## src/rtl/core/krre_pkg.sv

```systemverilog
// Shared types and constants for the key record/replay block with edge detection.
// No dependencies; every module of the block imports this package.
package krre_pkg;

  localparam int unsigned KeyW   = 15;
  localparam int unsigned CountW = 11;
  localparam int unsigned Depth  = 1024;
  localparam int unsigned AddrW  = $clog2(Depth);

  localparam logic [CountW-1:0] DepthCnt = CountW'(Depth);

  typedef enum logic [1:0] {
    ActFrame    = 2'd0,
    ActRecStart = 2'd1,
    ActRecEnd   = 2'd2,
    ActPlay     = 2'd3
  } action_e;

  typedef enum logic [1:0] {
    ModeNormal = 2'd0,
    ModeRecord = 2'd1,
    ModePlay   = 2'd2
  } mode_e;

  // What the edge stage must do with the key vectors for one item.
  typedef enum logic [1:0] {
    KindHold = 2'd0,
    KindLive = 2'd1,
    KindPlay = 2'd2,
    KindZero = 2'd3
  } kind_e;

  typedef struct packed {
    logic [1:0]      action;
    logic [KeyW-1:0] keys_down;
  } in_t;

  typedef struct packed {
    logic [KeyW-1:0]   current_keys;
    logic [KeyW-1:0]   previous_keys;
    logic [KeyW-1:0]   pressed_edges;
    logic [KeyW-1:0]   released_edges;
    logic [1:0]        mode;
    logic [CountW-1:0] recorded_frames;
  } out_t;

  typedef struct packed {
    logic             we;
    logic [AddrW-1:0] waddr;
    logic [KeyW-1:0]  wdata;
    logic             re;
    logic [AddrW-1:0] raddr;
  } mem_req_t;

  typedef struct packed {
    kind_e             kind;
    logic [KeyW-1:0]   keys;
    mode_e             mode;
    logic [CountW-1:0] count;
  } stage_t;

endpackage

```

## src/rtl/core/krre_edge.sv

```systemverilog
// Back stage: updates current/previous key vectors and edges, holds the result register.
// Depends on krre_pkg; takes the registered read data of krre_store.
module krre_edge import krre_pkg::*; (
  input  logic            clk_i,
  input  logic            rst_ni,
  input  logic            stg_valid_i,
  output logic            stg_ready_o,
  input  stage_t          stg_i,
  input  logic [KeyW-1:0] rdata_i,
  output logic            out_valid_o,
  input  logic            out_ready_i,
  output out_t            out_data_o
);

  logic [KeyW-1:0]   now_q, last_q, rise_q, fall_q;
  logic [KeyW-1:0]   next_keys;
  logic [CountW-1:0] count_q;
  logic [1:0]        mode_q;
  logic              out_valid_q;
  logic              take;

  assign stg_ready_o = !out_valid_q || out_ready_i;
  assign take        = stg_valid_i && stg_ready_o;

  always_comb begin
    unique case (stg_i.kind)
      KindLive: next_keys = stg_i.keys;
      KindPlay: next_keys = rdata_i;
      KindZero: next_keys = '0;
      default:  next_keys = now_q;
    endcase
  end

  always_ff @(posedge clk_i or negedge rst_ni) begin
    if (!rst_ni) begin
      now_q       <= '0;
      last_q      <= '0;
      rise_q      <= '0;
      fall_q      <= '0;
      out_valid_q <= 1'b0;
    end else begin
      if (take && stg_i.kind != KindHold) begin
        last_q <= now_q;
        now_q  <= next_keys;
        rise_q <= next_keys & ~now_q;
        fall_q <= now_q & ~next_keys;
      end
      if (take) begin
        out_valid_q <= 1'b1;
      end else if (out_ready_i) begin
        out_valid_q <= 1'b0;
      end
    end
  end

  always_ff @(posedge clk_i) begin
    if (take) begin
      mode_q  <= stg_i.mode;
      count_q <= stg_i.count;
    end
  end

  assign out_valid_o                = out_valid_q;
  assign out_data_o.current_keys    = now_q;
  assign out_data_o.previous_keys   = last_q;
  assign out_data_o.pressed_edges   = rise_q;
  assign out_data_o.released_edges  = fall_q;
  assign out_data_o.mode            = mode_q;
  assign out_data_o.recorded_frames = count_q;

  a_edges_disjoint: assert property (@(posedge clk_i) disable iff (!rst_ni)
    (rise_q & fall_q) == '0)
    else $error("key both pressed and released");

  // A command beat leaves the vectors untouched.
  a_hold_keeps_keys: assert property (@(posedge clk_i) disable iff (!rst_ni)
    take && stg_i.kind == KindHold |=> now_q == $past(now_q) && last_q == $past(last_q))
    else $error("command changed key vectors");

endmodule

```

## config.mk

```make
export PLATFORM = sky130hd
export DESIGN_NAME = krre_edge
export DESIGN_NICKNAME = d
export VERILOG_FILES = /design/src/rtl/core/krre_pkg.sv /design/src/rtl/core/krre_edge.sv
export SDC_FILE = /design/constraint.sdc
export NUM_CORES = 1
export LEC_CHECK = 0
export BUFFER_PORTS_ARGS = -buffer_cell sky130_fd_sc_hd__buf_2
export CAP_MARGIN = 20
export CELL_PAD_IN_SITES_DETAIL_PLACEMENT = 0
export CELL_PAD_IN_SITES_GLOBAL_PLACEMENT = 1
export CORE_MARGIN = 1
export CORE_UTILIZATION = 41
export CTS_CLUSTER_DIAMETER = 200
export CTS_CLUSTER_SIZE = 8
export DETAILED_ROUTE_END_ITERATION = 6
export GPL_TIMING_DRIVEN = 0
export PLACE_DENSITY_LB_ADDON = 0.05
export SLEW_MARGIN = 10
export SYNTH_ARGS = -nofsm -noshare
export SYNTH_HDL_FRONTEND = slang
export SYNTH_SLANG_ARGS = --single-unit
export TNS_END_PERCENT = 30
```

## constraint.sdc

```tcl
create_clock -name clk_i -period 4.51 [get_ports clk_i]
set_input_delay 0 -clock clk_i [delete_from_list [all_inputs] [get_ports clk_i]]
set_output_delay 0 -clock clk_i [all_outputs]
set_load 0.01 [all_outputs]
```

# ---- Word level (Yosys, flattened, before mapping)
# Index checks and enable logic that the tools add are counted.
dict set report classes {
  mux 3
  n_reduce_logical 6
  bitwise 4
  n_eq_ne 3
}
# operator n
set op_table {}
lappend op_table {{case mux 15 bit (3 select lines)} 1}
lappend op_table {{AND 15 bit} 2}
lappend op_table {{NOT 15 bit} 2}
lappend op_table {{== test 2 bit, second input constant} 2}
lappend op_table {{nonzero test 2 bit} 2}
lappend op_table {{== test 2 x 1 -> 1 bit, second input constant} 1}
lappend op_table {{logical AND 1 bit} 2}
lappend op_table {{2-to-1 mux 1 bit} 2}
lappend op_table {{logical NOT 1 bit} 1}
lappend op_table {{logical OR 1 bit} 1}
dict set report totals {
  inputBits 49
  register_bits 74
  elab_cells 23
}

# ---- Longest topological paths before layout
# Gate-level depths: netlist of run 1.
dict set report depth {
  word_depth 4
  depth_mapped 7
  mapped_depth_nobuf 4
}

# ---- Least setup slack after synthesis of run 1
# No wires, ideal clock.
dict set report synth_timing {
  path_kind {register to register}
  from {reg out_valid_q (netlist: out_valid_o)}
  to {reg count_q[0], enable pin}
  setup_ns 0.349
  slack_ns 2.724
  n_path_buf 2
  path_stages_with_launch 7
  period_less_slack_ns 1.786
  t_arrival_ns 1.437
  t_required_ns 4.161
  cell_sequence {dfrtp_1 -> nor2b_4 -> buf_6 -> inv_1 -> nand2_1 -> clkbuf_1 -> inv_1}
}
dict set report synth_between {
  elab_chain_cells 3
}
# item line_no
set synth_lines {}
lappend synth_lines {{start: declaration} krre_edge.sv:19} ;# logic out_valid_q;
lappend synth_lines {{start signal: assignment} krre_edge.sv:40} ;# out_valid_q <= 1'b0;
lappend synth_lines {{start signal: assignment} krre_edge.sv:49} ;# out_valid_q <= 1'b1;
lappend synth_lines {{start signal: assignment} krre_edge.sv:51} ;# out_valid_q <= 1'b0;
lappend synth_lines {{logical NOT 1 bit} krre_edge.sv:22} ;# assign stg_ready_o = !out_valid_q || out_ready_i;
lappend synth_lines {{logical OR 1 bit} krre_edge.sv:22}
lappend synth_lines {{net stg_ready_o} krre_edge.sv:7} ;# output logic stg_ready_o,
lappend synth_lines {{logical AND 1 bit} krre_edge.sv:23} ;# assign take = stg_valid_i && stg_ready_o;
lappend synth_lines {{net take} krre_edge.sv:20} ;# logic take;
lappend synth_lines {{end signal: assignment} krre_edge.sv:59} ;# count_q <= stg_i.count;
lappend synth_lines {{end: declaration} krre_edge.sv:17} ;# logic [CountW-1:0] count_q;
# The timed path passes the listed nets, and every way through them passes these cells.
# A chain may end at the register's enable or synchronous reset.

# ---- Worst setup path in the final report of run 1
dict set report layout_timing {
  from {reg out_valid_q (netlist: out_valid_o)}
  to {reg count_q[10], enable pin}
}
dict set report layout_between {
  elab_chain_cells 3
}
# item line_no
set layout_lines {}
lappend layout_lines {{logical NOT 1 bit} krre_edge.sv:22}
lappend layout_lines {{logical OR 1 bit} krre_edge.sv:22}
lappend layout_lines {{logical AND 1 bit} krre_edge.sv:23}
lappend layout_lines {{net take} krre_edge.sv:20}
# The timed path passes the listed nets, and every way through them passes these cells.

==> impl_metrics.toml, run 1 <==
[synth]
ys_seq_area_frac = 0.5922
syn_avg_cell_area_sq_um = 12.84
synthDominantAreaCellType = "dfrtp_1"
yosys_register_bits = 74
synth.lib_cells_used.distinct = 24
syn_nets = 301
post_synth_main_area_contributors = "dfrtp_1 47%, edfxtp_1 12%, a2111o_1 4.9%"
netlist_area_before_placement_sq_um = 3237
cell_count_after_synthesis = 252
synth_top_cell_area_share = 0.4716
synth-warning-count = 0

[sta]
period_needed_ns = 2.243
rsz0062_at_grt = "false"
tightest_slew_ns = 0.7926
fin_setup_tns_ns = 0
timing.clock.skew_ns = 0.009904
timing.hold.ws_ns = 0.03985
maxSlewHeadroom = 0.4675
maxSlewViolCount = 0
hold_viol_final = 0
final_min_period_over_clock_period = 0.4974
finalSetupViolations = 0
maxClockFrequency_ghz = 0.4458

[cells_and_area]
final_cell_mix = "125 x buf_2, 61 x dfrtp_1, 34 x inv_1"
n_fill_cell = 693
final_cells = 507
drive_gt1_frac = 0.4000
layout_commonest_cell = "buf_2"
n_antenna_cell = 0
finalNetCount = 449
syn2layout_area_growth_pct = 35.18

[clocking]
cts_tree = "yes"
ctsHtreeMaxLevel = 3
numCtsBuffers = 9
numClockSinks = 74
clk_transition_reported_paths_ns = 0.09
postCtsSetupBuffers = 0
worstSkewPairLatency_ns = 0.34
root_buffer = "clkbuf_8"
cts_resized = 0
cts_buffer_depth = 2

[power_and_ir_drop]
switching_share = 0.2839
p_int_w = 0.001370
cellLeakagePower_nw = 2.086
power.net_switching_w = 0.0005432
seq_power_share = 0.450
pwr-share-comb = 0.219
power_per_cell_area_nw_per_um2 = 437.3
clkPwrFrac = 0.332
peakVddDrop_v = 0.0001959

[run]
max_cap_viol = 0

[grt]
gr-usage-met2 = 0.3561
total_routing_usage_gr = 0.2212
antenna_violations_before_repair = 0
global_route.peak_usage_layer = "met2"
grt_pass1_vias = 2652
grt_pass1_wl_mm = 13.90
groute.layer.met3.usage = 0.04798
largest_net_degree_at_the_start_of_global_routing = 62
met1_usage = 0.2995
grt_overflow_total = 0

[die]
floorplan.initialDensity = 0.4211
row_count = 32
die-width_microns = 90.85
floorplan.io_pins = 124
fp.coreArea_sq_um = 7687
floorplan.die.height_microns = 90.85
dieArea_sq_um = 8254

[routing]
drt_pass1_iterations = 4
wl_per_cell_microns = 17.11
route.final.wire_length_mm = 8.673
ant_nets = 0
drtIter0Drc = 114
route.detailed.drc = 0
vias_per_cell = 5.087
vias = 2579

[critical_path]
critical_path.endpoint_type = "register"
critical_path_buf_inv_count = 4
crit_path_kind = "register to register"
timing.critical_path.fanout_max = 13
critical_path_depth = 6
critical-path-top-delay-family = "buffers and inverters"
timing.critical_path.slowest_stage_cell = "clkbuf_1"
crit_path_start_kind = "register"
crit_chain = "nor2b_4 -> buf_6 -> inv_1 -> nand2_1 -> clkbuf_1 -> inv_1"
r2r.worst_path.cells = 6
crit_start = "out_valid_o"
critical-path-max-stage-delay_ns = 0.52
critPathArrivalTime_ns = 2.25
crit_path_frequent_cell = "inv_1"
r2r_start = "out_valid_o"
worst-endpoint-required_ns = 4.51

[hold_path]
hp-start = "rdata_i[11]"
min_path_cells = 3
min_path_type = "input pin to register"

[outcome]
run_status = "complete, no violations"

[place]
place_inst = 476
place_congestion = 0.7077
buffers_added_on_ports = 122
dp.final_hpwl_mm = 5.771
power groups by stage:
stage	logic (W)	registers, W	clock network (W)
floorplan	0.000168	0.000924	0
global placement	0.000410	0.000871	0
detailed placement	0.000413	0.000873	0
CTS	0.000424	0.000862	0.000645
global route	0.000458	0.000876	0.000676
finish	0.000419	0.000860	0.000635
timing repair:
| item | CTS | global route |
|---|---|---|
| endpoints found under the setup margin | 0 | 0 |
| hold buffers | 15 | 0 |
| endpoints found under the hold margin | 75 | 0 |
state kept, by name, indices dropped and copies added (netlist names):
name	flops
count_q	11
fall_q	15
last_q	15
mode_q	2
now_q	15
out_valid_o	1
rise_q	15
Yosys cell counts:
cell	number
o2bb2ai_1	15
buf_1	1
edfxtp_1	13
dfrtp_1	61
clkbuf_1	8
buf_6	3
inv_1	34
nor3_1	1
or3_1	1
a2111o_1	14
nand2b_1	15
mux2_4	9
o32ai_1	15
nor2b_4	1
buf_8	1
nor2b_1	16
a22oi_1	14
nor2_1	1
o2111ai_1	1
mux2_2	6
o2bb2a_1	1
a21boi_0	15
buf_2	4
nand2_1	2
cell type report:
cell class	instances	area (sq um)	share of cell area
sequential	74	1917	0.4381
clock buffer	9	123.9	0.02831
timing repair buffer	137	763.2	0.1744
clock inverter	7	123.9	0.02831
buffer	17	102.6	0.02345
tap	102	127.6	0.02917
inverter	34	127.6	0.02917
multi-input combinational	127	1090	0.2491
path summary, 6_finish.rpt:
path                               endpoint  slack, ns
max in group asynchronous        rise_q[10]       3.72
worst max register to register  count_q[10]       2.27
worst min register to register   fall_q[14]       0.49
min in group asynchronous          now_q[2]       0.27
worst min-delay path             rise_q[11]       0.04
worst max-delay path            count_q[10]       2.27
worst register-to-register path: cells and delay by family, from the launching register on:
family                 cells  cell delay, ns
flip-flops                 1            0.36
AND/OR/NAND/NOR            2            0.40
buffers and inverters      4            1.14
routing by layer:
| metal | vias up | share of wire |
|---|---|---|
| met2 | 89 | 0.47 |
| met1 | 1255 | 0.47 |
| met5 | - | 0 |
| li1 | 1225 | - |
| met3 | 10 | 0.053 |
| met4 | 0 | 0.013 |
per-stage QoR:
step	power [W]	util	cell area [sq um]	worst slack (ns)
global placement	0.001281	0.5171	3975	2.247
detailed placement	0.001286	0.5174	3978	2.267
CTS	0.001931	0.5692	4375	2.259
finish	0.001914	0.5692	4375	2.267
global route	0.002010	0.5692	4375	2.099
floorplan	0.001092	-	3237	2.724
kinds of logic after synthesis:
kind of cell,count (synthesis),synth area share
AO/OA/AOI/OAI,75,0.2029
multiplexers,15,0.06262
AND/OR/NAND/NOR,37,0.07112
flip-flops,74,0.5922
buffers and inverters,51,0.07112
Note: power is estimated with default switching activity, not from simulation.
==> run 2: changes to the inputs <==
- CORE_UTILIZATION: 41 -> 38
- clock period: 4.51 -> 2.2 ns (I/O delays scaled with it)
==> impl_metrics.toml, run 2 (synthesized netlist as in run 1, its figures left out) <==
[sta]
hold_viol_final = 0
tightest_slew_ns = 0.7950
timing.clock.skew_ns = 0.01503
maxSlewHeadroom = 0.4700
finalSetupViolations = 0
period_needed_ns = 1.999
rsz0062_at_grt = "false"
fin_setup_tns_ns = 0
maxClockFrequency_ghz = 0.5003
final_min_period_over_clock_period = 0.9085
maxSlewViolCount = 0

[outcome]
run_status = "complete, no violations"

[grt]
grt_overflow_total = 0
largest_net_degree_at_the_start_of_global_routing = 62
grt_pass1_wl_mm = 13.25
antenna_violations_before_repair = 0
gr-usage-met2 = 0.3007
groute.layer.met3.usage = 0.03803
grt_pass1_vias = 2473
total_routing_usage_gr = 0.2057
met1_usage = 0.2966
global_route.peak_usage_layer = "met2"

[power_and_ir_drop]
p_int_w = 0.002693
peakVddDrop_v = 0.0003864
power.net_switching_w = 0.001125
cellLeakagePower_nw = 2.067
clkPwrFrac = 0.312
switching_share = 0.2947
seq_power_share = 0.462
power_per_cell_area_nw_per_um2 = 876.0
pwr-share-comb = 0.226

[critical_path]
r2r-end = "mode_q[1]"
timing.critical_path.fanout_max = 13
crit_start = "out_valid_o"
critPathArrivalTime_ns = 2.02
crit_path_kind = "register to register"
critPathCapture = "mode_q[1]"
crit_path_start_kind = "register"
r2r.worst_path.cells = 6
worst-endpoint-required_ns = 2.22
r2r_start = "out_valid_o"
reg2reg_setup_slack_ns = 0.20
critical_path.endpoint_type = "register"

[routing]
route.detailed.drc = 0
drtIter0Drc = 110
ant_nets = 0
vias = 2557
vias_per_cell = 5.014
wl_per_cell_microns = 17.15
route.final.wire_length_mm = 8.749
drt_pass1_iterations = 4

[die]
floorplan.initialDensity = 0.3939
floorplan.io_pins = 124
fp.coreArea_sq_um = 8217
floorplan.die.height_microns = 94.30
row_count = 33
die-width_microns = 94.30
dieArea_sq_um = 8892

[place]
buffers_added_on_ports = 122
place_congestion = 0.7885
dp.final_hpwl_mm = 5.950

[cells_and_area]
finalNetCount = 449
n_fill_cell = 780
layout_commonest_cell = "buf_2"
syn2layout_area_growth_pct = 34.67
final_cell_mix = "125 x buf_2, 61 x dfrtp_1, 33 x inv_1"
n_antenna_cell = 0
drive_gt1_frac = 0.4049
finish.utilization = 0.5305

[hold_path]
min_path_type = "input pin to register"

[clocking]
clk_transition_reported_paths_ns = 0.08
ctsHtreeMaxLevel = 3
numCtsBuffers = 9
root_buffer = "clkbuf_8"
worstSkewPairLatency_ns = 0.35
cts_tree = "yes"
cts_buffer_depth = 2
numClockSinks = 74

[run]
max_cap_viol = 0
run 2: cell count changes in the layout (fill, tap and decap cells not counted), sizes merged:
| cell | change |
|---|---|
| clkinv | -1 |
| bufinv | -1 |
| clkinvlp | +2 |
run 2: power by group through the flow:
stage	clock network [W]	logic (W)	registers (W)
2_1_floorplan	0	0.000345	0.00189
3_3_place_gp	0	0.000841	0.00179
3_5_place_dp	0	0.000847	0.00179
4_1_cts	0.00122	0.000873	0.00177
5_1_grt	0.00127	0.000949	0.00180
6_report	0.00119	0.000862	0.00176
run 2: final cells by class:
| class | count | area (sq um) | area share |
|---|---|---|---|
| buffer | 17 | 103.9 | 0.02382 |
| clock buffer | 9 | 123.9 | 0.02842 |
| clock inverter | 7 | 98.84 | 0.02268 |
| inverter | 34 | 131.4 | 0.03014 |
| multi-input combinational | 127 | 1090 | 0.2500 |
| sequential | 74 | 1917 | 0.4397 |
| tap | 105 | 131.4 | 0.03014 |
| timing repair buffer | 137 | 763.2 | 0.1751 |
run 2: repair_timing:
| action | CTS | global route |
|---|---|---|
| buffers inserted | 0 | 0 |
| hold endpoints to repair | 75 | 0 |
| setup endpoints to repair | 13 | 2 |
| hold buffers | 15 | 0 |
| gates resized for setup | 1 | 1 |
run 2: worst max-delay path: stages, from the launching register on:
cell and delay [ns]:
dfrtp_1 0.34, nor2b_4 0.13, buf_6 0.13, inv_1 0.09, nand2_1 0.26, clkbuf_2 0.37, clkinvlp_4 0.35
run 2: how the worst min path moves through the flow:
| stage | depth (start not counted) | slack [ns] | to | from |
|---|---|---|---|---|
| after floorplan | 0 | -0.30 | fall_q[0] | rst_ni |
| after global placement | 1 | 0.18 | count_q[0] | stg_i[0] |
| after detailed placement | 1 | 0.14 | last_q[0] | rst_ni |
| after CTS | 3 | 0.03 | rise_q[8] | rdata_i[8] |
| after global routing | 3 | 0.04 | rise_q[8] | rdata_i[8] |
| final | 3 | 0.05 | rise_q[13] | rdata_i[13] |
run 2: layer usage:
| metal | wire length [microns] | vias up | share of wire |
|---|---|---|---|
| met4 | 192 | 0 | 0.022 |
| met5 | 0 | - | 0 |
| met1 | 4150 | 1238 | 0.47 |
| li1 | - | 1211 | - |
| met2 | 3928 | 94 | 0.45 |
| met3 | 477 | 14 | 0.055 |
run 2: stage by stage:
| step | area (sq um) | hold WS [ns] | setup WS, ns | total power [W] | std cells |
|---|---|---|---|---|---|
| floorplan | 3237 | -0.2956 | 0.4138 | 0.002238 | 252 |
| global placement | 3979 | 0.1768 | -0.06370 | 0.002627 | 479 |
| detailed placement | 3981 | 0.1379 | -0.02649 | 0.002641 | 479 |
| CTS | 4355 | 0.03157 | 0.1404 | 0.003858 | 510 |
| global route | 4359 | 0.03852 | 0.04149 | 0.004018 | 510 |
| finish | 4359 | 0.04592 | 0.2014 | 0.003819 | 510 |
