`src/rtl/core/krre_pkg.sv`:
```
// Shared types and constants for the key record/replay block with edge detection.
// No dependencies; every module of the block imports this package.
package krre_pkg;

  localparam int unsigned KeyW   = 15;
  localparam int unsigned CountW = 11;
  localparam int unsigned Depth  = 1024;
  localparam int unsigned AddrW  = $clog2(Depth);

  localparam logic [CountW-1:0] DepthCnt = CountW'(Depth);

  typedef enum logic [1:0] {
    ActFrame    = 2'd0,
    ActRecStart = 2'd1,
    ActRecEnd   = 2'd2,
    ActPlay     = 2'd3
  } action_e;

  typedef enum logic [1:0] {
    ModeNormal = 2'd0,
    ModeRecord = 2'd1,
    ModePlay   = 2'd2
  } mode_e;

  // What the edge stage must do with the key vectors for one item.
  typedef enum logic [1:0] {
    KindHold = 2'd0,
    KindLive = 2'd1,
    KindPlay = 2'd2,
    KindZero = 2'd3
  } kind_e;

  typedef struct packed {
    logic [1:0]      action;
    logic [KeyW-1:0] keys_down;
  } in_t;

  typedef struct packed {
    logic [KeyW-1:0]   current_keys;
    logic [KeyW-1:0]   previous_keys;
    logic [KeyW-1:0]   pressed_edges;
    logic [KeyW-1:0]   released_edges;
    logic [1:0]        mode;
    logic [CountW-1:0] recorded_frames;
  } out_t;

  typedef struct packed {
    logic             we;
    logic [AddrW-1:0] waddr;
    logic [KeyW-1:0]  wdata;
    logic             re;
    logic [AddrW-1:0] raddr;
  } mem_req_t;

  typedef struct packed {
    kind_e             kind;
    logic [KeyW-1:0]   keys;
    mode_e             mode;
    logic [CountW-1:0] count;
  } stage_t;

endpackage

```
`src/rtl/core/krre_ctrl.sv`:
```
// Front stage: mode, frame count and play index; issues frame store reads and writes.
// Depends on krre_pkg.
module krre_ctrl import krre_pkg::*; (
  input  logic              clk_i,
  input  logic              rst_ni,
  input  logic              in_valid_i,
  output logic              in_ready_o,
  input  in_t               in_data_i,
  input  logic [CountW-1:0] limit_i,
  output logic              stg_valid_o,
  input  logic              stg_ready_i,
  output stage_t            stg_o,
  output mem_req_t          mem_req_o
);

  mode_e             mode_q, mode_d;
  logic [CountW-1:0] count_q, count_d;
  logic [CountW-1:0] idx_q, idx_d;
  logic [CountW-1:0] eff_limit;
  logic              stg_valid_q;
  stage_t            stg_q;
  kind_e             kind;
  logic              accept;
  mem_req_t          req;

  assign in_ready_o = !stg_valid_q || stg_ready_i;
  assign accept     = in_valid_i && in_ready_o;
  assign eff_limit  = (limit_i > DepthCnt) ? DepthCnt : limit_i;

  always_comb begin
    mode_d    = mode_q;
    count_d   = count_q;
    idx_d     = idx_q;
    kind      = KindHold;
    req.we    = 1'b0;
    req.waddr = count_q[AddrW-1:0];
    req.wdata = in_data_i.keys_down;
    req.re    = 1'b0;
    req.raddr = idx_q[AddrW-1:0];
    unique case (action_e'(in_data_i.action))
      ActFrame: begin
        if (mode_q == ModePlay) begin
          if (idx_q >= count_q || idx_q >= DepthCnt) begin
            kind   = KindZero;
            mode_d = ModeNormal;
          end else begin
            kind   = KindPlay;
            req.re = 1'b1;
            idx_d  = idx_q + CountW'(1);
          end
        end else begin
          kind = KindLive;
          if (mode_q == ModeRecord && count_q < eff_limit) begin
            req.we  = 1'b1;
            count_d = count_q + CountW'(1);
          end
        end
      end
      ActRecStart: begin
        mode_d  = ModeRecord;
        count_d = '0;
      end
      ActRecEnd: begin
        mode_d = ModeNormal;
      end
      ActPlay: begin
        mode_d = ModePlay;
        idx_d  = '0;
      end
      default: ;
    endcase
  end

  always_ff @(posedge clk_i or negedge rst_ni) begin
    if (!rst_ni) begin
      mode_q      <= ModeNormal;
      count_q     <= '0;
      idx_q       <= '0;
      stg_valid_q <= 1'b0;
    end else begin
      if (accept) begin
        mode_q  <= mode_d;
        count_q <= count_d;
        idx_q   <= idx_d;
      end
      if (accept) begin
        stg_valid_q <= 1'b1;
      end else if (stg_ready_i) begin
        stg_valid_q <= 1'b0;
      end
    end
  end

  always_ff @(posedge clk_i) begin
    if (accept) begin
      stg_q.kind  <= kind;
      stg_q.keys  <= in_data_i.keys_down;
      stg_q.mode  <= mode_d;
      stg_q.count <= count_d;
    end
  end

  assign mem_req_o.we    = req.we && accept;
  assign mem_req_o.waddr = req.waddr;
  assign mem_req_o.wdata = req.wdata;
  assign mem_req_o.re    = req.re && accept;
  assign mem_req_o.raddr = req.raddr;

  assign stg_valid_o = stg_valid_q;
  assign stg_o       = stg_q;

  // Playback never reads past the recorded frames.
  a_idx_in_range: assert property (@(posedge clk_i) disable iff (!rst_ni)
    mode_q == ModePlay |-> idx_q <= count_q)
    else $error("play index beyond frame count");

  a_count_in_range: assert property (@(posedge clk_i) disable iff (!rst_ni)
    count_q <= DepthCnt)
    else $error("frame count beyond store depth");

  // A write always lands below the effective limit and advances the count.
  a_write_advances: assert property (@(posedge clk_i) disable iff (!rst_ni)
    mem_req_o.we |=> count_q == $past(count_q) + CountW'(1))
    else $error("store write without count advance");

  a_one_access: assert property (@(posedge clk_i) disable iff (!rst_ni)
    !(mem_req_o.we && mem_req_o.re))
    else $error("read and write issued for one item");

endmodule

```
`config.mk`:
```
export PLATFORM = sky130hd
export DESIGN_NAME = krre_ctrl
export DESIGN_NICKNAME = d
export VERILOG_FILES = /design/src/rtl/core/krre_pkg.sv /design/src/rtl/core/krre_ctrl.sv
export SDC_FILE = /design/constraint.sdc
export NUM_CORES = 1
export LEC_CHECK = 0
export BUFFER_PORTS_ARGS = -buffer_cell sky130_fd_sc_hd__buf_2
export CAP_MARGIN = 40
export CORE_UTILIZATION = 40
export DETAILED_ROUTE_END_ITERATION = 6
export PLACE_DENSITY = 0.7
export SLEW_MARGIN = 10
export SYNTH_ARGS = -nofsm -noshare
export SYNTH_HDL_FRONTEND = slang
export SYNTH_SLANG_ARGS = --single-unit
export TNS_END_PERCENT = 100
```
`constraint.sdc`:
```
create_clock -name clk_i -period 3.9 [get_ports clk_i]
set_input_delay 0.39 -clock clk_i [delete_from_list [all_inputs] [get_ports clk_i]]
set_output_delay 0.39 -clock clk_i [all_outputs]
set_load 0.03 [all_outputs]
```
======== Word-level counts from Yosys, hierarchy flattened ========
Cells that the tools add are included.
storage, ports and cells
  flip-flop bits (word level) ............. 55
  latch bits .............................. 0
  RAM bits ................................ 0
  bits in read-only memories .............. 0
  input port bits ......................... 32
  output and inout bits ................... 69
  logic and storage cells ................. 54
  memories kept ........................... 0
cells by class
  add/sub/neg operators ................... 2
  multipliers ............................. 0
  div/mod/pow operators ................... 0
  magnitude comparators ................... 4
  equal/unequal tests ..................... 7
  shifts and indexed selects .............. 0
  muxes and demuxes ....................... 20
  bitwise logic cells ..................... 0
  reduce and logical (&&, ||, !) cells .... 12
operators by type and width
  cell                   count
  $mux 11                5
  $pmux 11 s2            2
  $add 11x1->11 const B  2
  $ge 11x11->1           1
  $ge 11x11->1 const B   1
  $gt 11x11->1 const B   1
  $lt 11x11->1           1
  $mux 1                 10
  $pmux 2 s4             1
  $eq 2x2->1 const B     3
  $eq 2x1->1 const B     2
  $logic_and 1x1->1      4
  $mux 2                 2
  $ne 2x2->1 const B     2
  $reduce_and 4->1       1
  $reduce_bool 2->1      2
  $logic_not 2->1        1
  $logic_or 1x1->1       2
  $reduce_and 2->1       1
  $logic_not 1->1        1

======== Depth between registers and ports, before layout ========
Gate-level depths: netlist of run 1.
  depth after elaboration ................. 8
  gate-level depth with buffers ........... 10
  mapped depth without buffers ............ 9

======== Worst setup path after synthesis of run 1 ========
No wires, ideal clock.
  path kind ............................... input port to output port
  start ................................... in limit_i[10]
  end ..................................... out mem_req_o[36] (netlist name)
  arrival ................................. 2474 ps
  required time ........................... 3510 ps
  slack ................................... 1036 ps
  cell stages on the path ................. 9
  buffers on the path ..................... 1
  path through ............................ clkinv_1 > nand2_1 > ha_1 > a211oi_1 > o211a_1 > and2b_1 > nand2_1 > buf_2 > nor3_1
RTL lines
  element      line             text
  from (decl)  krre_ctrl.sv:9   input logic [CountW-1:0] limit_i,
  to (decl)    krre_ctrl.sv:13  output mem_req_t mem_req_o

==> flow_summary.rst, run 1 <==
.. list-table::
   :header-rows: 1

   * - Metric
     - Value
   * - Run status
     - complete, no violations
   * - Final hold slack
     - 83.94 ps
   * - Data arrival time at the worst-slack endpoint
     - 2610 ps
   * - Vias per inst
     - 5.236
   * - Crit-path slowest cell
     - sky130_fd_sc_hd__dfrtp_1
   * - Fraction of final layout cells with drive strength greater than 1
     - 0.3162
   * - Areal power density over the cells
     - 377.2 nW/um2
   * - Initial antenna violation count
     - 0
   * - Required arrival time at the worst endpoint
     - 3510 ps
   * - Number of levels in the clock H-tree
     - 2
   * - Number of antenna repair diodes
     - 0
   * - Largest cells by area after synthesis
     - sky130_fd_sc_hd__edfxtp_1 (27%), sky130_fd_sc_hd__dfrtp_1 (19%), sky130_fd_sc_hd__ha_1 (8.6%)
   * - Worst-case clock buffer depth
     - 2
   * - Async set-or-reset flop fraction in the synthesized netlist
     - 0.4545
   * - Setup Crit Path Kind
     - reg2out
   * - Count of buffers added by post-CTS timing repair for setup
     - 0
   * - Starting Density
     - 0.4224
   * - Worst supply voltage drop on vdd
     - 0.1962 mV
   * - Critical-path maximum fanout
     - 16
   * - HPWL Detailed
     - 5.427 mm
   * - RSZ-0062 raised after global routing
     - no
   * - Worst path bufs/invs
     - 1
   * - Cell breakdown of the critical path
     - ha_1 -> a211oi_1 -> o211a_1 -> and2b_1 -> nand2_1 -> nor3_1 -> buf_2
   * - Area of the die
     - 8699 um2
   * - Detail-routed net length per standard cell
     - 14.74 um
   * - Nature of the critical path startpoint
     - register
   * - Final worst clock skew
     - 4.852 ps
   * - Family with the most delay on the worst path
     - simple AND/OR/NAND/NOR gates
   * - Total standard cell area after synthesis
     - 3332 um2
   * - Area grow syn2layout
     - 12.09%
   * - Worst flop-to-flop path endpoint
     - idx_q[8]$_DFFE_PN0P_
   * - Root buffer cell
     - sky130_fd_sc_hd__clkbuf_8
   * - Final setup fails
     - 0
   * - Cell taking the most area after synthesis
     - sky130_fd_sc_hd__edfxtp_1
   * - Leading post-synthesis cells by instance count
     - sky130_fd_sc_hd__nand2_1 (38), sky130_fd_sc_hd__buf_4 (36), sky130_fd_sc_hd__edfxtp_1 (30)
   * - Number of flops mapped to enable cells by yosys
     - 30
   * - # resized after CTS
     - 0
   * - Share of the synthesized area in the top cell type
     - 0.2704
   * - Post-Syn Area per Cell
     - 10.35 um2
   * - Register bit total from synthesis
     - 55
   * - Later-pin clock latency in the skew report
     - 310 ps
   * - Height of the chip
     - 93.27 um
   * - Number of max-slew violations in the final report
     - 0
   * - Net total in the final layout
     - 443
   * - R2R cell count
     - 8
   * - Number of placement rows
     - 32
   * - Most instantiated library cell after synthesis
     - sky130_fd_sc_hd__nand2_1
   * - Die W
     - 93.27 um
   * - Inserted Clock Buffers
     - 5
   * - Minimum setup slack among reg-to-reg paths
     - 1180 ps
   * - Clock power share
     - 0.222
   * - Worst Hold Class
     - in2async
   * - Clock period minus worst slack
     - 3005 ps
   * - Number of detailed-routing iterations run before antenna repair
     - 4
   * - Nets in the synthesized netlist
     - 377
   * - Largest stage delay on the critical path
     - 460 ps
   * - I/O Buffers
     - 100
   * - Leakage power
     - 1.726 nW
   * - Fmax
     - 0.3328 GHz
   * - Global route overflow
     - 0
   * - Post-synthesis cell count
     - 322
   * - Pin count of the biggest net entering global routing
     - 40
   * - Origin of the critical flop-to-flop path
     - count_q[6]$_DFFE_PN0P_
   * - Placeable core area
     - 7888 um2
   * - Clock transition time at the flip-flop clock pins of the worst setup and hold paths
     - 100 ps
   * - Area of the multi-input gates
     - 1409 um2
   * - Detailed-route via count
     - 2571
   * - Power share of the combinational group
     - 0.274
   * - Global-route usage over all layers
     - 0.1669
   * - Pwr Total
     - 1.409 mW
   * - Count of unique library cells instantiated by Yosys
     - 53
   * - Worst-margin pin slew
     - 803.6 ps
   * - Number of remaining DRC errors
     - 0
   * - Final estimated routing congestion in global placement
     - 0.8574
   * - Fillcell total
     - 760
   * - Number of routed nets with antenna violations
     - 0
   * - Num ports
     - 101
   * - Setup_tns
     - 0 ps
   * - CTS tree
     - yes
   * - CTS hold repair buffers
     - 0
   * - Sequential-to-total area share from yosys stat
     - 0.4581
   * - Number of hold violations in the final report
     - 0
   * - Net switching power
     - 0.4944 mW
   * - Sequential group share of total power
     - 0.504
   * - Worst setup EP type
     - output port
   * - Storage element area
     - 1526 um2
   * - Detailed router's first-iteration violation count
     - 129
   * - Switching share of power
     - 0.3510
   * - Internal power component
     - 0.9143 mW
   * - Synth Warn #
     - 0
   * - Max cap viols
     - 0
   * - Relative slew slack
     - 0.4631
   * - Total clock sinks
     - 55
   * - Main flop type after synthesis
     - sky130_fd_sc_hd__edfxtp_1
   * - Final Routed Wirelength
     - 7.236 mm
   * - Via count of the first global-routing pass
     - 2385
   * - First-pass GRT wire length
     - 11.36 mm
   * - Ratio of final minimum period to clock period
     - 0.7704
state kept, by name, indices dropped and copies added (netlist names):
name / cells
stg_o: 30
stg_valid_o: 1
count_q: 11
idx_q: 11
mode_q: 2
worst max path at each step:
stage / start / endpoint / slack [ps] / depth (start not counted)
after global routing: limit_i[10] / mem_req_o[36] / 710 / 10
final: count_q[8]$_DFFE_PN0P_ / mem_req_o[36] / 900 / 7
after global placement: limit_i[10] / mem_req_o[36] / 980 / 10
after floorplan: limit_i[10] / mem_req_o[36] / 1040 / 9
after CTS: limit_i[10] / mem_req_o[36] / 900 / 10
after detailed placement: limit_i[10] / count_q[5]$_DFFE_PN0P_ / 880 / 10
through the flow:
stage,setup WS (ps),instances,instance area [um2],util
3_5_place_dp,882.1,483,3646,0.4622
6_report,895.3,491,3735,0.4735
5_1_grt,705.9,491,3735,0.4735
2_1_floorplan,1036,322,3332,-
4_1_cts,897.9,491,3735,0.4735
3_3_place_gp,976.4,483,3646,0.4622
area by class of cell:
cell class                 count  share of cell area
multi-input combinational    206              0.3772
tap                          102             0.03417
inverter                      18             0.01809
sequential                    55              0.4087
clock buffer                   5             0.01843
clock inverter                 3            0.005360
timing repair buffer         102              0.1380
metal layers:
metal	share of wire	wire, um	track usage
met1	0.46	3332	0.2218
met2	0.46	3324	0.2843
met3	0.071	513	0.03171
met4	0.0090	65	0.03205
met5	0	0	0
power by group through the flow:
stage | Sequential, mW | Combinational [mW] | Clock (mW)
floorplan | 0.759 | 0.266 | 0
global placement | 0.721 | 0.380 | 0
detailed placement | 0.723 | 0.388 | 0
CTS | 0.710 | 0.389 | 0.320
global route | 0.716 | 0.428 | 0.344
finish | 0.710 | 0.386 | 0.313
cells in the final DEF, fill, tap and decap left out, types with 2 or more instances in the layout:
master	n
sky130_fd_sc_hd__buf_2	100
sky130_fd_sc_hd__nand2_1	38
sky130_fd_sc_hd__edfxtp_1	30
sky130_fd_sc_hd__dfrtp_1	25
sky130_fd_sc_hd__ha_1	23
sky130_fd_sc_hd__a21oi_1	18
sky130_fd_sc_hd__inv_1	17
sky130_fd_sc_hd__nor2_1	17
sky130_fd_sc_hd__o21ai_0	16
sky130_fd_sc_hd__nand3_1	10
sky130_fd_sc_hd__o211ai_1	8
sky130_fd_sc_hd__or4_1	7
sky130_fd_sc_hd__xnor2_1	6
sky130_fd_sc_hd__nand2b_1	5
sky130_fd_sc_hd__or3_1	5
sky130_fd_sc_hd__clkbuf_8	5
sky130_fd_sc_hd__nand4_1	4
sky130_fd_sc_hd__nor3_1	4
sky130_fd_sc_hd__or4_2	4
sky130_fd_sc_hd__and3_1	4
sky130_fd_sc_hd__o31ai_1	4
sky130_fd_sc_hd__nor2b_1	2
sky130_fd_sc_hd__nand3_2	2
sky130_fd_sc_hd__a21o_1	2
sky130_fd_sc_hd__mux2i_1	2
sky130_fd_sc_hd__clkinvlp_4	2
sky130_fd_sc_hd__buf_4	2
logic make-up after synthesis:
group,count (synthesis),share of synthesized area
and+or+nand+nor,112,0.1810
buffers and inverters,61,0.1190
xor gates and xnor gates,7,0.01840
AOI/OAI and AO/OA,62,0.1311
muxes,2,0.006009
DFF,55,0.4581
adders and majority gates,23,0.08637
Power figures use the tool's default switching activity.
==> run 2: changes to the inputs <==
- clock period: 3.9 -> 3.14 ns (I/O delays scaled with it)
==> flow_summary.rst, run 2 (synthesis results as in run 1) <==
.. list-table::
   :header-rows: 1

   * - Metric
     - Value
   * - Net switching power
     - 0.6347 mW (was 0.4944 mW)
   * - Vias per inst
     - 5.245 (was 5.236)
   * - Ratio of final minimum period to clock period
     - 0.9282
   * - Num ports
     - 101 (unchanged)
   * - Number of antenna repair diodes
     - 0 (unchanged)
   * - Fillcell total
     - 780 (was 760)
   * - Final standard cell utilization of the core
     - 0.4757 (was 0.4735)
   * - Later-pin clock latency in the skew report
     - 320 ps (was 310 ps)
   * - Via count of the first global-routing pass
     - 2428 (was 2385)
   * - Detailed-route via count
     - 2586 (was 2571)
   * - Relative slew slack
     - 0.4917 (was 0.4631)
   * - I/O Buffers
     - 100 (unchanged)
   * - Detail-routed net length per standard cell
     - 15.01 um (was 14.74 um)
   * - Areal power density over the cells
     - 473.6 nW/um2 (was 377.2 nW/um2)
   * - Worst-margin pin slew
     - 759.7 ps (was 803.6 ps)
   * - Number of max-slew violations in the final report
     - 0 (unchanged)
   * - Height of the chip
     - 93.27 um (unchanged)
   * - Clock transition time at the flip-flop clock pins of the worst setup and hold paths
     - 110 ps (was 100 ps)
   * - Pin count of the biggest net entering global routing
     - 39 (was 40)
   * - Setup_tns
     - 0 ps (unchanged)
   * - CTS tree
     - yes (unchanged)
   * - Global-route usage over all layers
     - 0.1789 (was 0.1669)
   * - Max cap viols
     - 0 (unchanged)
   * - Internal power component
     - 1.143 mW (was 0.9143 mW)
   * - Cell breakdown of the critical path
     - ha_1 -> a211oi_1 -> o211a_1 -> and2b_1 -> nand2_1 -> nor3_1 -> buf_2 (unchanged)
   * - Final setup fails
     - 0 (unchanged)
   * - Run status
     - finished, violations left (was complete, no violations)
   * - Crit-path slowest cell
     - sky130_fd_sc_hd__dfrtp_1 (unchanged)
   * - Final hold slack
     - -4.972 ps (was 83.94 ps)
   * - Failing checks
     - hold timing
   * - Total clock sinks
     - 55 (unchanged)
   * - Worst Hold Class
     - in2async (unchanged)
   * - Worst path bufs/invs
     - 1 (unchanged)
   * - Worst supply voltage drop on vdd
     - 0.2856 mV (was 0.1962 mV)
   * - Number of remaining DRC errors
     - 0 (unchanged)
   * - Inserted Clock Buffers
     - 5 (unchanged)
   * - Commonest cells after routing, fill and taps aside
     - sky130_fd_sc_hd__buf_2 (100), sky130_fd_sc_hd__nand2_1 (38), sky130_fd_sc_hd__edfxtp_1 (30), sky130_fd_sc_hd__dfrtp_1 (25), sky130_fd_sc_hd__ha_1 (23) (unchanged)
   * - Placeable core area
     - 7888 um2 (unchanged)
   * - First-pass GRT wire length
     - 11.94 mm (was 11.36 mm)
   * - Nature of the critical path startpoint
     - register (unchanged)
   * - Flip-flop count of the largest register, all copies and words added
     - 30 (unchanged)
   * - Number of detailed-routing iterations run before antenna repair
     - 4 (unchanged)
   * - Number of hold violations in the final report
     - 10 (was 0)
   * - Number of routed nets with antenna violations
     - 0 (unchanged)
   * - Power share of the combinational group
     - 0.271 (was 0.274)
   * - HPWL Detailed
     - 5.510 mm (was 5.427 mm)
   * - Root buffer cell
     - sky130_fd_sc_hd__clkbuf_8 (unchanged)
   * - Clock period minus worst slack
     - 2915 ps
   * - Family with the most delay on the worst path
     - simple AND/OR/NAND/NOR gates (unchanged)
   * - Final Routed Wirelength
     - 7.398 mm (was 7.236 mm)
   * - Fraction of final layout cells with drive strength greater than 1
     - 0.3197 (was 0.3162)
   * - Leading cell type in the layout, fill and taps excluded
     - sky130_fd_sc_hd__buf_2 (unchanged)
   * - Count of buffers added by post-CTS timing repair for setup
     - 0 (unchanged)
   * - Net total in the final layout
     - 445 (was 443)
   * - Area of the die
     - 8699 um2 (unchanged)
   * - Switching share of power
     - 0.3571 (was 0.3510)
   * - Critical-path maximum fanout
     - 11 (was 16)
   * - Worst setup EP type
     - output port (unchanged)
   * - Data arrival time at the worst-slack endpoint
     - 2600 ps (was 2610 ps)
   * - Setup Crit Path Kind
     - reg2out (unchanged)
   * - Detailed router's first-iteration violation count
     - 120 (was 129)
   * - Clock power share
     - 0.233 (was 0.222)
   * - # resized after CTS
     - 0 (unchanged)
   * - Final estimated routing congestion in global placement
     - 0.8346 (was 0.8574)
   * - Leakage power
     - 1.742 nW (was 1.726 nW)
   * - Initial antenna violation count
     - 0 (unchanged)
   * - Number of levels in the clock H-tree
     - 2 (unchanged)
   * - Final worst clock skew
     - 14.29 ps (was 4.852 ps)
   * - Worst-case clock buffer depth
     - 2 (unchanged)
   * - Area grow syn2layout
     - 12.62% (was 12.09%)
   * - Sequential group share of total power
     - 0.495 (was 0.504)
   * - RSZ-0062 raised after global routing
     - no (unchanged)
   * - Number of placement rows
     - 32 (unchanged)
   * - Fmax
     - 0.3431 GHz
   * - Starting Density
     - 0.4224 (unchanged)
   * - Required arrival time at the worst endpoint
     - 2830 ps (was 3510 ps)
   * - Global route overflow
     - 0 (unchanged)
   * - CTS hold repair buffers
     - 0 (unchanged)
   * - Largest stage delay on the critical path
     - 470 ps (was 460 ps)
   * - Die W
     - 93.27 um (unchanged)
[run 2: cell count changes in the layout (fill, tap and decap cells not counted)]
cell,before,now
sky130_fd_sc_hd__inv_6,0,1
sky130_fd_sc_hd__clkinvlp_4,2,0
sky130_fd_sc_hd__buf_4,2,4
sky130_fd_sc_hd__clkinv_4,0,1
[run 2: layout make-up]
cell class,count,area (um2),area share
Multi-Input combinational cell,206,1409,0.3755
Tap cell,102,127.6,0.03401
Sequential cell,55,1526,0.4068
Timing Repair Buffer,104,530.5,0.1414
Clock inverter,3,22.52,0.006002
Inverter,18,67.56,0.01801
Clock buffer,5,68.82,0.01834
[run 2: power groups by stage]
stage | logic, mW | registers [mW] | clock network, mW
floorplan | 0.331 | 0.943 | 0
global placement | 0.473 | 0.897 | 0
detailed placement | 0.486 | 0.896 | 0
CTS | 0.487 | 0.881 | 0.425
global route | 0.537 | 0.890 | 0.462
finish | 0.482 | 0.880 | 0.415
[run 2: worst paths after layout]
| kind | start | to | slack (ps) | cells past startpoint |
|---|---|---|---|---|
| min in group clk_i | in_data_i[2] | stg_o[15]$_DFFE_PP_ | 170 | 1 |
| setup / recovery | count_q[8]$_DFFE_PN0P_ | mem_req_o[36] | 230 | 7 |
| hold reg to reg | stg_valid_o$_DFFE_PN0P_ | stg_valid_o$_DFFE_PN0P_ | 550 | 2 |
| setup reg to reg | count_q[8]$_DFFE_PN0P_ | idx_q[6]$_DFFE_PN0P_ | 420 | 8 |
| max in group asynchronous | rst_ni | idx_q[10]$_DFFE_PN0P_ | 2730 | 1 |
| hold / removal | rst_ni | count_q[2]$_DFFE_PN0P_ | -5 | 1 |
[run 2: stage by stage]
stage	power (mW)	instance area [um2]	setup slack, ps	instances
2_1_floorplan	1.274	3332	427.7	322
5_1_grt	1.890	3752	50.04	493
3_5_place_dp	1.382	3661	299.1	485
4_1_cts	1.793	3752	291.1	493
3_3_place_gp	1.369	3661	419.5	485
6_report	1.777	3752	225.3	493
[run 2: per-layer routing]
metal	GRT usage	share of wire	vias up
met1	0.2417	0.46	1202
met4	0.05769	0.016	0
met2	0.2849	0.45	108
met5	0	0	-
li1	-	-	1262
met3	0.03984	0.072	14
==> run 3: changes to the inputs <==
- HOLD_SLACK_MARGIN: default -> 0.02
==> flow_summary.rst, run 3 (synthesis results as in run 1) <==
.. list-table::
   :header-rows: 1

   * - Metric
     - Value
   * - Num ports
     - 101 (unchanged)
   * - Clock transition time at the flip-flop clock pins of the worst setup and hold paths
     - 110 ps (about the same)
   * - Number of detailed-routing iterations run before antenna repair
     - 4 (unchanged)
   * - Commonest cells after routing, fill and taps aside
     - sky130_fd_sc_hd__buf_2 (100), sky130_fd_sc_hd__nand2_1 (38), sky130_fd_sc_hd__edfxtp_1 (30), sky130_fd_sc_hd__dfrtp_1 (25), sky130_fd_sc_hd__ha_1 (23) (unchanged)
   * - Placeable core area
     - 7888 um2 (unchanged)
   * - Starting Density
     - 0.4224 (unchanged)
   * - Final setup fails
     - 0 (unchanged)
   * - Global route overflow
     - 0 (unchanged)
   * - Leading cell type in the layout, fill and taps excluded
     - sky130_fd_sc_hd__buf_2 (unchanged)
   * - Initial antenna violation count
     - 0 (unchanged)
   * - Uppermost layer routed
     - met4 (unchanged)
   * - Data arrival time at the worst-slack endpoint
     - 2580 ps (was 2600 ps)
   * - Worst-margin pin slew
     - 760.4 ps (was 759.7 ps)
   * - Largest stage delay on the critical path
     - 470 ps (about the same)
   * - Detail-routed net length per standard cell
     - 14.93 um (was 15.01 um)
   * - Area grow syn2layout
     - 12.92% (was 12.62%)
   * - Cell breakdown of the critical path
     - ha_1 -> a21oi_1 -> o21ai_0 -> a22oi_4 -> nand2_1 -> nor3_1 -> buf_2 (was ha_1 -> a211oi_1 -> o211a_1 -> and2b_1 -> nand2_1 -> nor3_1 -> buf_2)
   * - Later-pin clock latency in the skew report
     - 320 ps (about the same)
   * - Height of the chip
     - 93.27 um (unchanged)
   * - Final standard cell utilization of the core
     - 0.4770 (was 0.4757)
   * - Max cap viols
     - 0 (unchanged)
   * - Hold Path Depth
     - 1
   * - Inserted Clock Buffers
     - 5 (unchanged)
   * - Crit-path slowest cell
     - sky130_fd_sc_hd__dfrtp_1 (unchanged)
   * - Routed length on met2
     - 3.345 mm (was 3.344 mm)
   * - Clock period minus worst slack
     - 2897 ps (was 2915 ps)
   * - First-pass GRT wire length
     - 11.94 mm (unchanged)
   * - Net total in the final layout
     - 446 (was 445)
   * - Areal power density over the cells
     - 472.5 nW/um2 (was 473.6 nW/um2)
   * - Area of the multi-input gates
     - 1409 um2 (unchanged)
   * - Worst setup EP type
     - output port (unchanged)
   * - Family with the most delay on the worst path
     - compound AO/OA/AOI/OAI gates (was simple AND/OR/NAND/NOR gates)
   * - Required arrival time at the worst endpoint
     - 2830 ps (about the same)
   * - Root buffer cell
     - sky130_fd_sc_hd__clkbuf_8 (unchanged)
   * - Fillcell total
     - 779 (was 780)
   * - I/O Buffers
     - 100 (unchanged)
   * - Number of placement rows
     - 32 (unchanged)
   * - Critical-path maximum fanout
     - 11 (unchanged)
   * - Worst-case setup margin in the final layout
     - 243.0 ps (was 225.3 ps)
   * - Number of max-slew violations in the final report
     - 0 (unchanged)
   * - Final Routed Wirelength
     - 7.375 mm (was 7.398 mm)
   * - Number of routed nets with antenna violations
     - 0 (unchanged)
   * - Number of antenna repair diodes
     - 0 (unchanged)
   * - Leakage power
     - 1.747 nW (was 1.742 nW)
   * - Flip-flop count of the largest register, all copies and words added
     - 30 (unchanged)
   * - Detailed-route via count
     - 2576 (was 2586)
   * - Die W
     - 93.27 um (unchanged)
   * - Levels on crit path
     - 7 (unchanged)
   * - Final worst clock skew
     - 14.71 ps (was 14.29 ps)
   * - Worst path bufs/invs
     - 1 (unchanged)
   * - Number of remaining DRC errors
     - 0 (unchanged)
   * - Worst supply voltage drop on vdd
     - 0.2886 mV (was 0.2856 mV)
   * - Pin count of the biggest net entering global routing
     - 39 (unchanged)
   * - HPWL Detailed
     - 5.510 mm (unchanged)
   * - R2R cell count
     - 8 (unchanged)
   * - Storage element area
     - 1526 um2 (unchanged)
   * - Detailed router's first-iteration violation count
     - 99 (was 120)
   * - Via count of the first global-routing pass
     - 2428 (unchanged)
   * - Post-route met1 wirelength
     - 3.366 mm (was 3.401 mm)
   * - Relative slew slack
     - 0.4912 (was 0.4917)
   * - Fmax
     - 0.3452 GHz (was 0.3431 GHz)
   * - Total clock sinks
     - 55 (unchanged)
   * - Worst Hold Class
     - in2reg (was in2async)
   * - Run status
     - complete, no violations (was finished, violations left)
   * - Pre-CTS worst setup slack
     - 299.1 ps (unchanged)
   * - Number of hold violations in the final report
     - 0 (was 10)
   * - Worst-case clock buffer depth
     - 2 (unchanged)
   * - CTS tree
     - yes (unchanged)
   * - Met3 wirelength from detailed routing
     - 559 um (was 535 um)
   * - Fraction of final layout cells with drive strength greater than 1
     - 0.3189 (was 0.3197)
   * - Ratio of final minimum period to clock period
     - 0.9226 (was 0.9282)
   * - Global-route usage over all layers
     - 0.1789 (unchanged)
   * - Setup_tns
     - 0 ps (unchanged)
   * - Vias per inst
     - 5.215 (was 5.245)
   * - Final estimated routing congestion in global placement
     - 0.8346 (unchanged)
   * - Area of the die
     - 8699 um2 (unchanged)
   * - Setup Crit Path Kind
     - reg2out (unchanged)
   * - RSZ-0062 raised after global routing
     - no (unchanged)
   * - Nature of the critical path startpoint
     - register (unchanged)
   * - Number of levels in the clock H-tree
     - 2 (unchanged)
run 3: metrics by stage:
| step | cell area, um2 | cells | power, mW | hold WS (ps) |
|---|---|---|---|---|
| after floorplan | 3332 | 322 | 1.274 | 18.41 |
| after global placement | 3661 | 485 | 1.369 | 364.0 |
| after detailed placement | 3661 | 485 | 1.382 | 370.5 |
| after CTS | 3762 | 494 | 1.794 | 168.2 |
| after global routing | 3762 | 494 | 1.891 | 152.8 |
| final | 3762 | 494 | 1.778 | 171.1 |
run 3: worst paths after layout:
path	from	to	slack (ps)
worst max-delay path	count_q[4]$_DFFE_PN0P_	mem_req_o[36]	240
worst min-delay path	in_data_i[2]	stg_o[15]$_DFFE_PP_	170
worst max register to register	count_q[8]$_DFFE_PN0P_	idx_q[8]$_DFFE_PN0P_	430
worst min register to register	stg_valid_o$_DFFE_PN0P_	stg_valid_o$_DFFE_PN0P_	550
max in group asynchronous	rst_ni	idx_q[10]$_DFFE_PN0P_	2190
min in group asynchronous	rst_ni	count_q[2]$_DFFE_PN0P_	530
run 3: what timing repair did:
item | in CTS | in global routing
hold buffers | 1 | 0
resized for setup | 0 | 0
endpoints found under the hold margin | 9 | 0
setup buffers | 0 | 0
run 3: final cells by class:
class                      count  share of cell area
sequential                    55              0.4057
multi-input combinational    206              0.3745
timing repair buffer         105              0.1437
tap                          102             0.03392
clock buffer                   5             0.01829
inverter                      18             0.01796
clock inverter                 3            0.005986
run 3: per-layer routing:
metal | GRT usage | vias to the layer above
li1 | - | 1268
met1 | 0.2417 | 1191
met2 | 0.2849 | 105
met3 | 0.03984 | 12
met4 | 0.05769 | 0
met5 | 0 | -
run 3: power by group:
part           total [mW]  switching [mW]  internal [mW]
registers           0.880          0.0539          0.826
clock network       0.415           0.254          0.161
logic               0.483           0.326          0.156
total                1.78           0.634           1.14
